<file path="config.mk">
export PLATFORM = sky130hd
export DESIGN_NAME = integer_matrix_multiply_top
export DESIGN_NICKNAME = d
export VERILOG_FILES = /design/src/rtl/core/imm_pkg.sv /design/src/rtl/core/imm_ram.sv /design/src/rtl/core/imm_mac.sv /design/src/rtl/core/imm_ctrl.sv /design/src/rtl/core/integer_matrix_multiply_top.sv
export SDC_FILE = /design/constraint.sdc
export NUM_CORES = 2
export LEC_CHECK = 0
export ABC_AREA = 0
export BUFFER_PORTS_ARGS = -buffer_cell sky130_fd_sc_hd__buf_4
export CAP_MARGIN = 10
export CORE_MARGIN = 3
export CORE_UTILIZATION = 33
export CTS_CLUSTER_SIZE = 25
export DETAILED_ROUTE_END_ITERATION = 8
export HOLD_SLACK_MARGIN = 0.12
export PLACE_DENSITY = 0.49
export SLEW_MARGIN = 20
export SYNTH_ARGS = -nofsm -noshare
export SYNTH_HDL_FRONTEND = slang
export SYNTH_SLANG_ARGS = --single-unit
</file>
<file path="constraint.sdc">
create_clock -name clk -period 4.1 [get_ports clk]
set_input_delay 1.23 -clock clk [delete_from_list [all_inputs] [get_ports clk]]
set_output_delay 1.23 -clock clk [all_outputs]
set_load 0.01 [all_outputs]
</file>
<file path="src/rtl/core/imm_pkg.sv">
// ----------------------------------------------------------------------------
// imm_pkg
// Shared types, codes and sizes of the integer matrix multiply block.
// ----------------------------------------------------------------------------
package imm_pkg;

  localparam int MAX_DIM_DEF = 8;
  localparam int DATA_W      = 32;
  localparam int IDX_W       = 6;
  localparam int FUNC_W      = 2;
  localparam int CFG_W       = 4;
  localparam int CFG_IDX_W   = 2;
  localparam int OUT_IDX_W   = 3;
  localparam int BIT_CNT_W   = $clog2(DATA_W);

  localparam logic [FUNC_W-1:0] FUNC_WR_A    = 2'd0;
  localparam logic [FUNC_W-1:0] FUNC_WR_B    = 2'd1;
  localparam logic [FUNC_W-1:0] FUNC_COMPUTE = 2'd2;

  localparam logic [CFG_IDX_W-1:0] CFG_ROWS_A    = 2'd0;
  localparam logic [CFG_IDX_W-1:0] CFG_INNER_LEN = 2'd1;
  localparam logic [CFG_IDX_W-1:0] CFG_COLS_B    = 2'd2;

  typedef enum logic [2:0] {
    ST_IDLE,
    ST_FETCH,
    ST_LOAD,
    ST_MUL,
    ST_EMIT
  } ctrl_state_t;

  typedef struct packed {
    logic load;
    logic first;
    logic step;
  } mac_ctrl_t;

  typedef struct packed {
    logic                 fire;
    logic                 last;
    logic [OUT_IDX_W-1:0] row;
    logic [OUT_IDX_W-1:0] col;
  } emit_t;

endpackage

</file>
<file path="src/rtl/core/imm_ram.sv">
// ----------------------------------------------------------------------------
// imm_ram
// Generic single write port, single read port RAM with registered read.
// ----------------------------------------------------------------------------
module imm_ram #(
  parameter int WIDTH = 32,
  parameter int DEPTH = 64
) (
  input  logic                                      clk,
  input  logic                                      we,
  input  logic [(DEPTH > 1 ? $clog2(DEPTH) : 1)-1:0] wr_addr,
  input  logic [WIDTH-1:0]                          wr_data,
  input  logic [(DEPTH > 1 ? $clog2(DEPTH) : 1)-1:0] rd_addr,
  output logic [WIDTH-1:0]                          rd_data
);

  logic [WIDTH-1:0] mem [DEPTH];

  always_ff @(posedge clk) begin
    if (we) begin
      mem[wr_addr] <= wr_data;
    end
    rd_data <= mem[rd_addr];
  end

endmodule

</file>
<file path="src/rtl/core/imm_mac.sv">
// ----------------------------------------------------------------------------
// imm_mac
// Bit-serial shift-and-add multiply accumulate, one multiplier bit per cycle while step is high.
// The low word of each product is added into the running sum.
// ----------------------------------------------------------------------------
module imm_mac (
  input  logic                       clk,
  input  imm_pkg::mac_ctrl_t         ctrl,
  input  logic [imm_pkg::DATA_W-1:0] a_word,
  input  logic [imm_pkg::DATA_W-1:0] b_word,
  output logic [imm_pkg::DATA_W-1:0] sum
);

  logic [imm_pkg::DATA_W-1:0] mcand;
  logic [imm_pkg::DATA_W-1:0] mplier;

  always_ff @(posedge clk) begin
    if (ctrl.load) begin
      mcand  <= a_word;
      mplier <= b_word;
      if (ctrl.first) begin
        sum <= '0;
      end
    end else if (ctrl.step) begin
      if (mplier[0]) begin
        sum <= sum + mcand;
      end
      mcand  <= {mcand[imm_pkg::DATA_W-2:0], 1'b0};
      mplier <= {1'b0, mplier[imm_pkg::DATA_W-1:1]};
    end
  end

endmodule

</file>
<file path="src/rtl/core/imm_ctrl.sv">
// ----------------------------------------------------------------------------
// imm_ctrl
// Sequencer of a compute run: walks rows, columns and the inner index,
// forms store addresses and drives the serial multiplier and result emit.
// ----------------------------------------------------------------------------
module imm_ctrl #(
  parameter int MAX_DIM = imm_pkg::MAX_DIM_DEF
) (
  input  logic                                                  clk,
  input  logic                                                  rst,
  input  logic                                                  start,
  input  logic [imm_pkg::CFG_W-1:0]                             rows_a,
  input  logic [imm_pkg::CFG_W-1:0]                             inner_len,
  input  logic [imm_pkg::CFG_W-1:0]                             cols_b,
  input  logic                                                  out_free,
  output logic                                                  busy,
  output logic [(MAX_DIM*MAX_DIM > 1 ? $clog2(MAX_DIM*MAX_DIM) : 1)-1:0] a_addr,
  output logic [(MAX_DIM*MAX_DIM > 1 ? $clog2(MAX_DIM*MAX_DIM) : 1)-1:0] b_addr,
  output imm_pkg::mac_ctrl_t                                    mac,
  output imm_pkg::emit_t                                        emit
);

  localparam int DEPTH  = MAX_DIM * MAX_DIM;
  localparam int ADDR_W = DEPTH > 1 ? $clog2(DEPTH) : 1;
  localparam int CNT_W  = $clog2(MAX_DIM + 1);
  localparam logic [imm_pkg::BIT_CNT_W-1:0] BIT_LAST =
    imm_pkg::BIT_CNT_W'(imm_pkg::DATA_W - 1);

  imm_pkg::ctrl_state_t state, state_next;

  logic [CNT_W-1:0]              dim_m, dim_k, dim_n;
  logic [CNT_W-1:0]              m, k, n;
  logic [CNT_W-1:0]              row_cnt, col_cnt, inr_cnt;
  logic [imm_pkg::BIT_CNT_W-1:0] bit_cnt;
  logic [ADDR_W-1:0]             a_base;
  logic                          inr_last, col_last, row_last;

  function automatic logic [CNT_W-1:0] clamp_dim(input logic [imm_pkg::CFG_W-1:0] v);
    logic [CNT_W-1:0] r;
    if (v == '0) begin
      r = CNT_W'(1);
    end else if (v > imm_pkg::CFG_W'(MAX_DIM)) begin
      r = CNT_W'(MAX_DIM);
    end else begin
      r = CNT_W'(v);
    end
    return r;
  endfunction

  assign dim_m = clamp_dim(rows_a);
  assign dim_k = clamp_dim(inner_len);
  assign dim_n = clamp_dim(cols_b);

  assign inr_last = (inr_cnt + 1'b1) == k;
  assign col_last = (col_cnt + 1'b1) == n;
  assign row_last = (row_cnt + 1'b1) == m;

  always_ff @(posedge clk) begin
    if (rst) begin
      state <= imm_pkg::ST_IDLE;
    end else begin
      state <= state_next;
    end
  end

  always_comb begin
    state_next = state;
    mac        = '0;
    emit.fire  = 1'b0;
    emit.last  = row_last && col_last;
    emit.row   = imm_pkg::OUT_IDX_W'(row_cnt);
    emit.col   = imm_pkg::OUT_IDX_W'(col_cnt);
    busy       = state != imm_pkg::ST_IDLE;
    unique case (state)
      imm_pkg::ST_IDLE: begin
        if (start) begin
          state_next = imm_pkg::ST_FETCH;
        end
      end
      imm_pkg::ST_FETCH: begin
        state_next = imm_pkg::ST_LOAD;
      end
      imm_pkg::ST_LOAD: begin
        mac.load   = 1'b1;
        mac.first  = inr_cnt == '0;
        state_next = imm_pkg::ST_MUL;
      end
      imm_pkg::ST_MUL: begin
        mac.step = 1'b1;
        if (bit_cnt == BIT_LAST) begin
          state_next = inr_last ? imm_pkg::ST_EMIT : imm_pkg::ST_FETCH;
        end
      end
      imm_pkg::ST_EMIT: begin
        if (out_free) begin
          emit.fire  = 1'b1;
          state_next = (row_last && col_last) ? imm_pkg::ST_IDLE : imm_pkg::ST_FETCH;
        end
      end
      default: begin
        state_next = imm_pkg::ST_IDLE;
      end
    endcase
  end

  always_ff @(posedge clk) begin
    if (rst) begin
      row_cnt <= '0;
      col_cnt <= '0;
      inr_cnt <= '0;
      bit_cnt <= '0;
      a_base  <= '0;
      a_addr  <= '0;
      b_addr  <= '0;
      m       <= CNT_W'(1);
      k       <= CNT_W'(1);
      n       <= CNT_W'(1);
    end else begin
      if (state == imm_pkg::ST_IDLE && start) begin
        m       <= dim_m;
        k       <= dim_k;
        n       <= dim_n;
        row_cnt <= '0;
        col_cnt <= '0;
        inr_cnt <= '0;
        a_base  <= '0;
        a_addr  <= '0;
        b_addr  <= '0;
      end
      if (state == imm_pkg::ST_LOAD) begin
        bit_cnt <= '0;
      end
      if (state == imm_pkg::ST_MUL) begin
        bit_cnt <= bit_cnt + 1'b1;
        if (bit_cnt == BIT_LAST && !inr_last) begin
          inr_cnt <= inr_cnt + 1'b1;
          a_addr  <= a_addr + 1'b1;
          b_addr  <= b_addr + ADDR_W'(n);
        end
      end
      if (emit.fire && !(row_last && col_last)) begin
        inr_cnt <= '0;
        if (col_last) begin
          col_cnt <= '0;
          row_cnt <= row_cnt + 1'b1;
          a_base  <= a_base + ADDR_W'(k);
          a_addr  <= a_base + ADDR_W'(k);
          b_addr  <= '0;
        end else begin
          col_cnt <= col_cnt + 1'b1;
          a_addr  <= a_base;
          b_addr  <= ADDR_W'(col_cnt + 1'b1);
        end
      end
    end
  end

endmodule

</file>
<file path="src/rtl/core/integer_matrix_multiply_top.sv">
// ----------------------------------------------------------------------------
// integer_matrix_multiply_top
// Signed 32-bit matrix multiply C = A * B with bit-serial multiply accumulate.
//
//   channel  direction  handshake           payload
//   in       sink       in_valid/in_stall   func, elem_index, elem_value
//   out      source     out_valid/out_stall prod_value, out_row, out_col, last_elem
//   cfg      sink       cfg_we              cfg_index, cfg_data
//
// Write words are stored while idle. For each product element a compute run
// does, per inner term, a store read (FETCH), an operand load (LOAD) and the
// serial multiply (MUL, one multiplier bit per cycle), then emits (EMIT).
// Reset returns the sequencer to idle and the dimensions to 8; stores are not
// cleared. in_stall is high for the whole compute run; a stalled result holds
// the sequencer at the end of its element.
// ----------------------------------------------------------------------------
module integer_matrix_multiply_top #(
  parameter int MAX_DIM = imm_pkg::MAX_DIM_DEF
) (
  input  logic                                clk,
  input  logic                                rst,
  input  logic                                in_valid,
  output logic                                in_stall,
  input  logic [imm_pkg::FUNC_W-1:0]          func,
  input  logic [imm_pkg::IDX_W-1:0]           elem_index,
  input  logic signed [imm_pkg::DATA_W-1:0]   elem_value,
  output logic                                out_valid,
  input  logic                                out_stall,
  output logic signed [imm_pkg::DATA_W-1:0]   prod_value,
  output logic [imm_pkg::OUT_IDX_W-1:0]       out_row,
  output logic [imm_pkg::OUT_IDX_W-1:0]       out_col,
  output logic                                last_elem,
  input  logic                                cfg_we,
  input  logic [imm_pkg::CFG_IDX_W-1:0]       cfg_index,
  input  logic [imm_pkg::CFG_W-1:0]           cfg_data
);

  localparam int DEPTH  = MAX_DIM * MAX_DIM;
  localparam int ADDR_W = DEPTH > 1 ? $clog2(DEPTH) : 1;

  logic [imm_pkg::CFG_W-1:0]  rows_a, inner_len, cols_b;
  logic                       in_acc, idx_ok, we_a, we_b, start, busy, out_free;
  logic [ADDR_W-1:0]          a_addr, b_addr;
  logic [imm_pkg::DATA_W-1:0] a_word, b_word, sum;
  imm_pkg::mac_ctrl_t         mac;
  imm_pkg::emit_t             emit;

  always_ff @(posedge clk) begin
    if (rst) begin
      rows_a    <= imm_pkg::CFG_W'(8);
      inner_len <= imm_pkg::CFG_W'(8);
      cols_b    <= imm_pkg::CFG_W'(8);
    end else if (cfg_we) begin
      unique case (cfg_index)
        imm_pkg::CFG_ROWS_A:    rows_a    <= cfg_data;
        imm_pkg::CFG_INNER_LEN: inner_len <= cfg_data;
        imm_pkg::CFG_COLS_B:    cols_b    <= cfg_data;
        default: begin
        end
      endcase
    end
  end

  assign in_stall = busy;
  assign in_acc   = in_valid && !in_stall;
  assign idx_ok   = {1'b0, elem_index} < (imm_pkg::IDX_W + 1)'(DEPTH);
  assign we_a     = in_acc && func == imm_pkg::FUNC_WR_A && idx_ok;
  assign we_b     = in_acc && func == imm_pkg::FUNC_WR_B && idx_ok;
  assign start    = in_acc && func == imm_pkg::FUNC_COMPUTE;
  assign out_free = !out_valid || !out_stall;

  imm_ram #(
    .WIDTH (imm_pkg::DATA_W),
    .DEPTH (DEPTH)
  ) u_a_store (
    .clk     (clk),
    .we      (we_a),
    .wr_addr (ADDR_W'(elem_index)),
    .wr_data (elem_value),
    .rd_addr (a_addr),
    .rd_data (a_word)
  );

  imm_ram #(
    .WIDTH (imm_pkg::DATA_W),
    .DEPTH (DEPTH)
  ) u_b_store (
    .clk     (clk),
    .we      (we_b),
    .wr_addr (ADDR_W'(elem_index)),
    .wr_data (elem_value),
    .rd_addr (b_addr),
    .rd_data (b_word)
  );

  imm_ctrl #(
    .MAX_DIM (MAX_DIM)
  ) u_ctrl (
    .clk       (clk),
    .rst       (rst),
    .start     (start),
    .rows_a    (rows_a),
    .inner_len (inner_len),
    .cols_b    (cols_b),
    .out_free  (out_free),
    .busy      (busy),
    .a_addr    (a_addr),
    .b_addr    (b_addr),
    .mac       (mac),
    .emit      (emit)
  );

  imm_mac u_mac (
    .clk    (clk),
    .ctrl   (mac),
    .a_word (a_word),
    .b_word (b_word),
    .sum    (sum)
  );

  // output word register
  always_ff @(posedge clk) begin
    if (rst) begin
      out_valid <= 1'b0;
    end else if (emit.fire) begin
      out_valid <= 1'b1;
    end else if (!out_stall) begin
      out_valid <= 1'b0;
    end
  end

  always_ff @(posedge clk) begin
    if (emit.fire) begin
      prod_value <= sum;
      out_row    <= emit.row;
      out_col    <= emit.col;
      last_elem  <= emit.last;
    end
  end

`ifndef NO_ASSERTIONS
  a_no_overwrite: assert property (@(posedge clk) disable iff (rst)
    emit.fire |-> (!out_valid || !out_stall))
    else $error("result word overwritten while stalled");

  a_emit_shows: assert property (@(posedge clk) disable iff (rst)
    emit.fire |=> out_valid)
    else $error("emitted word not presented");

  a_run_start: assert property (@(posedge clk) disable iff (rst)
    $rose(busy) |-> $past(in_valid && func == imm_pkg::FUNC_COMPUTE))
    else $error("compute run started without a compute word");

  a_no_write_busy: assert property (@(posedge clk) disable iff (rst)
    busy |-> !(we_a || we_b))
    else $error("store written during compute run");
`endif

endmodule
</file>
==> run metrics <==
total nets after synthesis 6950; buffer cell driving the clock tree root sky130_fd_sc_hd__clkbuf_16; number of synthesis warnings 0; Routed Antenna Nets 0; main flop type after synthesis sky130_fd_sc_hd__edfxtp_1; number of nets in the layout 7533; wire length of the first global-routing pass 635000 µm; buffer levels on the longest clock path 4; PD cells 499 nW/µm²; drt initial violations approximately 8000; per-cell via count in the routed design roughly 5.3; initial cell density of the core 33.2%; aggregate negative setup slack 0 ns; combinational family with the most area after synthesis multiplexers; share of synthesized area occupied by flip-flops and latches 77.8%; clock latency at the later pin of the worst-skew pair 1.01 ns; Die Ht 716 µm; basic-gate share of the synthesized area counting and, or, nand and nor cells 1.17%; Worst Max-Slew Pin Slew 1.15 ns; final hold violation count 0; synthesized area per cell 24.3 µm²; largest net degree at the start of global routing 129; post-route DRC violation count 0; final setup skew just under 0.06 ns; data arrival time of the critical path 4.24 ns; period utilisation layout 85.7%; Synth Register Bits approximately 4400; post-synthesis async set-or-reset flop share 0%; number of distinct standard cells referenced by the synthesized netlist 67; Final Core Density 38.9%; Inserted Clock Buffers 440; type of the worst setup path register to register; detailed-route wire length 455000 µm; top post-synthesis cells by count 4231 x sky130_fd_sc_hd__edfxtp_1, 1344 x sky130_fd_sc_hd__mux4_2, 232 x sky130_fd_sc_hd__nor2_1; postcts setup bufs 0; delay of the slowest cell on the worst path 0.46 ns; count of flip-flops with a built-in enable after synthesis 4231; Post-Synth XOR/XNOR Area less than 1%; total half-perimeter wirelength after legalization and detailed placement ~260000 µm; # rows between 200 and 300; Hold-fix buffers, CTS 0; Synth area leader sky130_fd_sc_hd__edfxtp_1; run status finished clean; Layout Area Growth over Synthesis 17.2%; core region area 502000 µm²; IO Port Bufs 91; Setup crit start kind register; required time of the critical path 4.82 ns; number of antenna violations at the first check in global routing 69; RSZ-0062 raised after global routing false; I/O pins 92; H-tree levels 5; type of element capturing the critical path register; Horiz. Die Dim a little over 700 µm; post-DR wirelength/cell 31.3 µm; Vias about 76000; count of max-cap constraint violations 0; most used standard cell by instance count after synthesis sky130_fd_sc_hd__edfxtp_1; multiplexer share of the synthesized area 18.7%; Max Clk Rate 0.285 GHz; die area 513000 µm²; routability congestion estimate from global placement about 0.77; Synth Area in Adders less than 1%; share of the synthesized area in compound gates (AO/OA/AOI/OAI) 0.650%; Leakage Power 58.1 nW; largest fanout on the critical path 4; normalized max-slew margin 23.1%; total buffers and inverters traversed by the critical path 1; time the worst path needs with I/O delays and setup 3.51 ns; summed instance area of the synthesized netlist 166000 µm²; overall overflow remaining after global route 0; clock transition time at the flip-flop clock pins of the worst setup and hold paths ~0.06 ns; cell class contributing the biggest share of worst-path delay compound AO/OA/AOI/OAI gates; final-report setup violation count 0; via count of the first global-routing pass 79500; Resize count post-CTS 0; largest cells by area after synthesis sky130_fd_sc_hd__edfxtp_1 76%, sky130_fd_sc_hd__mux4_2 18%, sky130_fd_sc_hd__dfxtp_1 1.5%; All-Layer GR Usage 17.5%; fraction of layout cells with a size suffix above 1 34.1%; most frequent cell on the critical path sky130_fd_sc_hd__nor2_1; first-pass iteration count of the detailed router 5; slowest stage cell on the critical path sky130_fd_sc_hd__nor3_1; classification of the worst-slack hold path register to register; sinks on the clock net 4358; cell count after synthesis 6850; TritonCTS clock tree done; DP Area about 180000 µm²; Final Max Slew Viols 0; worst-case vdd ir drop 404 µV; summed area of non-filler cells in the final layout 195000 µm²; proportion of netlist area held by the largest area contributor between 70% and 80%; critical path cell sequence ha_1 > fa_1 > a211oi_1 > nor2_1 > a31oi_1 > a2111oi_0 > buf_4 > nor3_1 > o21ai_1 > xnor2_1 > nor2_1
metal layers:
layer	up-vias	track usage [%]	part of all wire [%]
li1	30800	-	-
met1	42500	24.7	43
met2	2432	28.8	48
met3	519	2.96	6.3
met4	12	3.64	2.1
met5	-	0	0.018
flip-flops by register name, summed over array words and instances, names as in the netlist, 5 cells and up:
name / count
u_mac.mplier: 32
u_b_store.rd_data: 32
u_mac.mcand: 32
u_ctrl.bit_cnt: 5
u_a_store.rd_data: 32
u_ctrl.b_addr: 6
prod_value: 32
u_b_store.mem: 2048
u_ctrl.a_addr: 6
u_mac.sum: 32
u_ctrl.a_base: 6
u_a_store.mem: 2048
final timing paths:
path / end / depth (start not counted) / startpoint / slack [ns]
worst max-delay path: u_mac.sum[26] / 11 / u_mac.sum[0] / 0.59
worst min-delay path: prod_value[2] / 0 / u_mac.sum[2] / 0.46
worst max register to register: u_mac.sum[26] / 11 / u_mac.sum[0] / 0.59
worst min register to register: prod_value[2] / 0 / u_mac.sum[2] / 0.46
where the power goes:
group,internal [W],total [W],switching [W],leakage [nW]
combinational,0.00303,0.00721,0.00418,11.9
clock,0.0232,0.0402,0.0170,7.02
sequential,0.0496,0.0500,0.000344,39.1
per-stage QoR:
stage | hold WS [ns] | worst slack, ns | total power, W | cells
after floorplan | 0.403 | 0.0721 | 0.0552 | 6850
after global placement | 0.443 | 0.360 | 0.0582 | 13700
after detailed placement | 0.451 | 0.389 | 0.0583 | 13700
after CTS | 0.404 | 0.643 | 0.0985 | 14500
after global routing | 0.481 | 0.466 | 0.101 | 14500
final | 0.463 | 0.587 | 0.0974 | 14500
layout make-up:
type                            instances  area, µm²
Antenna cell                           25       62.6
Clock buffer                          545      11700
Clock inverter                        270       2720
Fill cell                           44100     307000
Inverter                               23       88.8
Multi-Input combinational cell       2119      36300
Sequential cell                      4358     130000
Tap cell                             6681       8360
Timing Repair Buffer                  491       6260
cell families after synthesis:
group,count (synthesis)
flops,4358
buf+inv,373
compound gates,169
xor+xnor,49
mux,1421
fa+ha+maj,49
simple gates,431
cells in the final DEF, fill, tap and decap left out, drive strengths merged, types with 7 or more instances in the layout:
cell | Yosys | layout
nand3b | 10 | 10
nand3 | 35 | 35
mux2i | 12 | 12
inv | 23 | 35
dfxtp | 127 | 127
edfxtp | 4231 | 4231
clkinvlp | 0 | 13
and3 | 9 | 9
a211o | 8 | 8
mux2 | 65 | 65
clkbuf | 200 | 545
or3 | 7 | 7
clkinv | 0 | 197
nor3 | 17 | 17
nor2 | 233 | 233
a31oi | 10 | 10
nor2b | 8 | 8
xnor2 | 22 | 22
nand2 | 71 | 71
bufinv | 0 | 48
diode | 0 | 25
mux4 | 1344 | 1344
ha | 46 | 46
xor2 | 23 | 23
a21o | 26 | 26
o21ai | 26 | 26
nor3b | 12 | 12
a211oi | 7 | 7
a21oi | 56 | 56
buf | 150 | 491
Note: power is estimated with default switching activity, not from simulation.
